$ cat src/design/sbts_pkg.sv
`timescale 1ns / 1ps
package sbts_pkg;
	localparam int FRAC_BITS_DEF = 20;
	localparam logic [31:0] DT_RST = 32'd4294967;
	localparam logic [31:0] DRAG_RST = 32'd171798692;
	localparam logic [31:0] MAG_RST = 32'd1760937;
	localparam logic [31:0] SPIN_RST = 32'd219613233;
	localparam logic [31:0] HEIGHT_RST = 32'd2097152;

	localparam logic [2:0] REG_DT = 3'd0;
	localparam logic [2:0] REG_DRAG = 3'd1;
	localparam logic [2:0] REG_MAG = 3'd2;
	localparam logic [2:0] REG_SPIN = 3'd3;
	localparam logic [2:0] REG_SENSE = 3'd4;
	localparam logic [2:0] REG_HEIGHT = 3'd5;

	typedef enum logic [4:0] {
		OP_LAUNCH,
		OP_SQX, OP_SQY, OP_SQZ,
		OP_SQRT_START,
		OP_POSX, OP_POSY, OP_POSZ,
		OP_VY,
		OP_KD, OP_A, OP_DTERM,
		OP_KM, OP_MS, OP_CZ, OP_NVX, OP_CX, OP_NVZ,
		OP_DIV_START,
		OP_LANDX, OP_LANDZ, OP_FINISH,
		OP_NONE
	} op_t;

	typedef struct packed {
		op_t op;
	} cmd_t;

	typedef struct packed {
		logic sqrt_busy;
		logic div_busy;
		logic ready_tick;
		logic need_land;
	} stat_t;
endpackage

$ cat src/design/sbts_ctrl.sv
`timescale 1ns / 1ps
module sbts_ctrl (
	input  logic            clk,
	input  logic            arst_n,
	input  logic            in_valid,
	input  logic            action,
	input  logic            out_stall,
	input  sbts_pkg::stat_t stat,
	output logic            in_stall,
	output logic            out_valid,
	output sbts_pkg::cmd_t  cmd
);
	typedef enum logic [2:0] {S_IDLE, S_RUN, S_SQRT, S_DIV, S_OUT} state_t;
	state_t state_q;
	sbts_pkg::op_t op_q;
	logic out_valid_q;

	assign in_stall = (state_q != S_IDLE);
	assign out_valid = out_valid_q;

	always_comb begin
		cmd.op = sbts_pkg::OP_NONE;
		case (state_q)
			S_IDLE: begin
				if (in_valid)
					cmd.op = action ? sbts_pkg::OP_SQX : sbts_pkg::OP_LAUNCH;
			end
			S_RUN: cmd.op = op_q;
			default: cmd.op = sbts_pkg::OP_NONE;
		endcase
	end

	always_ff @(posedge clk or negedge arst_n) begin
		if (!arst_n) begin
			state_q <= S_IDLE;
			op_q <= sbts_pkg::OP_NONE;
			out_valid_q <= 1'b0;
		end else begin
			case (state_q)
				S_IDLE: begin
					if (in_valid) begin
						if (!action || !stat.ready_tick) begin
							state_q <= S_OUT;
							out_valid_q <= 1'b1;
						end else begin
							state_q <= S_RUN;
							op_q <= sbts_pkg::OP_SQY;
						end
					end
				end
				S_RUN: begin
					case (op_q)
						sbts_pkg::OP_SQRT_START: state_q <= S_SQRT;
						sbts_pkg::OP_NVZ: begin
							if (stat.need_land) op_q <= sbts_pkg::OP_DIV_START;
							else op_q <= sbts_pkg::OP_FINISH;
						end
						sbts_pkg::OP_DIV_START: state_q <= S_DIV;
						sbts_pkg::OP_FINISH: begin
							state_q <= S_OUT;
							out_valid_q <= 1'b1;
						end
						default: op_q <= sbts_pkg::op_t'(op_q + 5'd1);
					endcase
				end
				S_SQRT: begin
					if (!stat.sqrt_busy) begin
						state_q <= S_RUN;
						op_q <= sbts_pkg::OP_POSX;
					end
				end
				S_DIV: begin
					if (!stat.div_busy) begin
						state_q <= S_RUN;
						op_q <= sbts_pkg::OP_LANDX;
					end
				end
				S_OUT: begin
					if (!out_stall) begin
						state_q <= S_IDLE;
						out_valid_q <= 1'b0;
					end
				end
				default: state_q <= S_IDLE;
			endcase
		end
	end
endmodule

$ cat config.mk
export PLATFORM = sky130hd
export DESIGN_NAME = sbts_ctrl
export DESIGN_NICKNAME = d
export VERILOG_FILES = /design/src/design/sbts_pkg.sv /design/src/design/sbts_ctrl.sv
export SDC_FILE = /design/constraint.sdc
export NUM_CORES = 1
export LEC_CHECK = 0
export BUFFER_PORTS_ARGS = -buffer_cell sky130_fd_sc_hd__buf_2
export CAP_MARGIN = 15
export CORE_UTILIZATION = 48
export DETAILED_ROUTE_END_ITERATION = 16
export PLACE_DENSITY_LB_ADDON = 0.12
export SETUP_SLACK_MARGIN = 0.05
export SLEW_MARGIN = 20
export SYNTH_ARGS = -nofsm -noshare
export SYNTH_HDL_FRONTEND = slang
export SYNTH_SLANG_ARGS = --single-unit
$ cat constraint.sdc
create_clock -name clk -period 1.9 [get_ports clk]
set_input_delay 0.475 -clock clk [delete_from_list [all_inputs] [get_ports clk]]
set_output_delay 0.475 -clock clk [all_outputs]
set_load 0.01 [all_outputs]
Word level (Yosys, flattened, before mapping)
Cells that the tools add are included.

Reduce and logical (&&, ||, !) cells: 11. Add/subtract/negate cells: 1. Equal/unequal tests: 17. Mux-type cells: 22.

Operator list (count): $mux W5 (5); $pmux W5 S2 (2); $pmux W5 S4 (1); $mux W3 (6); $eq A5 B5 Y1 const B (3); $pmux W3 S5 (1); $ne A2 B2 Y1 const B (7); $reduce_and A5 Y1 (2); $pmux W3 S3 (1); $eq A3 B2 Y1 const B (2); $reduce_and A6 Y1 (1); $reduce_bool A3 Y1 (2); $add A5 B1 Y5 const B (1); $eq A5 B3 Y1 const B (1); $mux W1 (5); $ne A4 B1 Y1 const B (1); $reduce_bool A4 Y1 (1); $eq A3 B1 Y1 const B (1); $eq A3 B3 Y1 const B (1); $logic_not A3 Y1 (1); $pmux W1 S3 (1); $reduce_or A3 Y1 (1); $logic_not A1 Y1 (2); $ne A2 B1 Y1 const B (1); $logic_or A1 B1 Y1 (1).

Output and inout bits: 7. Bits of input ports: 9. Bits in registers: 9. Word-level logic and storage cells: 54.

Logic depth before layout (Yosys ltp)
Depth after elaboration: 5. Depth in mapped cells: 7. Depth with buffers taken out: 7.

Worst setup path after synthesis
OpenSTA, ideal clock, no wires.

Kind: reg-to-reg. Start point: register op_q[1]. End point: register op_q[4]. Clock period less this slack: 1.710 ns. Required time: 1.811 ns. Slack: 0.190 ns. Cell stages (with the launch flop): 8. Setup time: 0.089 ns. Arrival time: 1.620 ns. Path buffers: 0. Cell sequence: dfstp_2 > inv_1 > ha_1 > mux2i_1 > o311ai_2 > a21oi_4 > mux2i_1 > a211oi_1.

Longest elaborated chain between the ends: 4. Elaborated cells on any way between the ends: 10. Those cells by class: 1 x add/sub; 5 x eq/ne; 2 x mux; 2 x reduce/logical.

RTL lines: start, declared (RTL line sbts_ctrl.sv:15) `sbts_pkg::op_t op_q;`; start signal, assigned (RTL line sbts_ctrl.sv:36) `op_q <= sbts_pkg::OP_NONE;`; start signal, assigned (RTL line sbts_ctrl.sv:47) `op_q <= sbts_pkg::OP_SQY;`; start signal, assigned (RTL line sbts_ctrl.sv:55) `if (stat.need_land) op_q <= sbts_pkg::OP_DIV_START;`; branches (longest 4 deep; another with $add A5 B1 Y5).

Parallel ways; which one is timed is not known. A chain may end at the register's enable or synchronous reset.

==> qor.yml <==
rsz0062_at_grt: "yes"
grt_usage_pct: 25.1
die_h_um: 43.4
power_switching_mw: 0.824
synth_edf_count: 0
vias_per_cell: 6.33
syn_inst: 99
tns_ns: 0
worst_pin_slew_ns: 0.613
synth-seq-cells: 9
portBuffers: 15
cts_buffer_depth: 2
power.leakage_nw: 0.471
end_kind: "output port"
max_freq_mhz: 556
cts_sinks: 9
coreArea_mm2: 0.00156
synth.top_cell.area_share_pct: 18.2
dpl_cell_area_um2: 903
ios: 16
hold_violations: 0
p_sw_share_pct: 46.5
synth.area.top_cells: "dfrtp_1 (18%), dfstp_2 (9.6%), ha_1 (6.1%), a21oi_1 (4.9%), nand2_1 (4.6%)"
clock_latency_ns: 0.26
grt_pass1_wl_um: 3490
required_ns: 1.42
finish.net_count: 139
ant_nets: 0
drv_cap: 0
critPathLaunchType: "flip-flop"
synthToLayoutAreaGrowth_pct: 29.9
die_w_um: 43.4
first_pass_iters: 4
min_path_type: "in -> async"
relSlewSlack_pct: 58.8
utilization_pct: 68.6
p_int_mw: 0.949
total_power_mw: 1.77
drc: 0
rows: 14
antenna_found_initial: 0
synthesis.area_per_instance_um2: 8.32
pwr_density_cell_mw_per_mm2: 1660
peakVddDrop_v: 0.000859
place_congestion: 0.921
async_reset_ff_share_pct: 100
worstSetupPathType: "reg -> out"
worst_slack_ns: 0.102
final_layout_size_suffix_gt1_share_pct: 44.0
numCtsBuffers: 3
fin_hold_ws_ns: 0.0508
syn_area_um2: 823
clk_pin_slew_ns: 0.06
mappedNetlistNets: 112
finalCriticalPeriod_ns: 1.80
drv_slew: 0
yosys_warnings: 0
p_comb_share_pct: 66.8
pre_cts_ws_ns: -0.00181
status: "completed"
dp_hpwl_um: 1510
fin_crit_sh_pct: 94.6
clkPwrFrac_pct: 8.3
critPathMaxFanout: 3
placed_cells: 128
grt_pass1_vias: 800
routed_wl_um: 2250
initial_utilization_pct: 52.8
final_common_cell: "buf_2"
root_buffer: "clkbuf_4"
cts_tree: "built"
avgRoutedWirePerCell_um: 16.0
fin_cells: 141
yosys.area.top_type: "dfrtp_1"
antenna_cells: 0
die_area_mm2: 0.00188
overflow: 0
grt_max_degree: 12
skew_ns: 0.00361
seqPwrFrac_pct: 24.9
vias: 893
stdcell_area_mm2: 0.00107
synth.distinct_cells: 38
setup_viol: 0
cp.arrival_ns: 1.32
final_cell_mix: "buf_2 (15), buf_4 (13), nand2_1 (10)"
cts-htree-levels: 1
yosys_most_used_dff: "dfrtp_1"
drt-initial-drc-count: 36
synth-seq-area-share_pct: 27.8
[flip-flops by register name, summed over array words and instances (netlist names)]
signal	count
op_q	5
out_valid	1
state_q	3
[logic make-up after synthesis]
kind of cell	share of synthesized area, %
AOI/OAI and AO/OA	24.8
adders and majority gates	6.08
DFF	27.8
buffers and inverters	8.66
and+or+nand+nor	27.7
muxes	5.02
[final timing paths]
| kind | start | to | slack, ns | cells after the start |
|---|---|---|---|---|
| hold / removal | arst_n | state_q[2]$_DFFE_PN0P_ | 0.05 | 1 |
| setup reg to reg | op_q[0]$_DFFE_PN0P_ | op_q[4]$_DFFE_PN1P_ | 0.11 | 7 |
| min in group clk | out_stall | out_valid$_DFFE_PN0P_ | 0.46 | 3 |
| hold reg to reg | out_valid$_DFFE_PN0P_ | out_valid$_DFFE_PN0P_ | 0.50 | 2 |
| setup / recovery | op_q[1]$_DFFE_PN1P_ | cmd[1] | 0.10 | 4 |
| max in group asynchronous | arst_n | op_q[2]$_DFFE_PN1P_ | 1.60 | 1 |
[power groups by stage]
| stage | registers, mW | clock network, mW | logic, mW |
|---|---|---|---|
| floorplan | 0.353 | 0 | 0.716 |
| global placement | 0.439 | 0 | 0.862 |
| detailed placement | 0.441 | 0 | 0.859 |
| CTS | 0.420 | 0.154 | 0.972 |
| global route | 0.450 | 0.162 | 1.28 |
| finish | 0.442 | 0.146 | 1.18 |
[synthesized netlist by cell type (2+ instances only)]
cell type  number
nand3_1         6
nand2_1        10
ha_1            4
a21oi_1         8
buf_2           2
dfrtp_1         6
nand2b_1        2
mux2i_1         3
nor2_1          5
inv_1           7
and3_1          4
dfstp_2         3
o21ai_0         7
buf_6           2
nor3_1          4
nand3b_1        2
nand4_1         2
a211oi_1        2
[timing repair]
action	in CTS	in global routing
pin swaps	1	5
cloned	0	0
resized for setup	4	16
endpoints found under the setup margin	6	13
hold buffers	0	0
setup buffers	5	4
[critical path, cell delays in order, from the launching register on]
cell and delay (ns):
dfstp_2 0.54, inv_1 0.07, mux2_4 0.27, nand2_1 0.06
buf_2 0.12
[metal layers]
metal	vias to the layer above	global-route usage, %	wire length [um]
li1	414	-	-
met1	438	33.2	980
met2	33	39.7	1110
met3	8	6.67	114
met4	0	8.75	46
met5	-	0	0
[area by class of cell]
type,count,area [um2]
Tap cell,16,20.0
Fill cell,131,489
Clock buffer,4,26.3
Inverter,7,28.8
Multi-Input combinational cell,77,589
Sequential cell,9,233
Timing Repair Buffer,28,173
No activity file was read; power rests on OpenSTA's default activity.
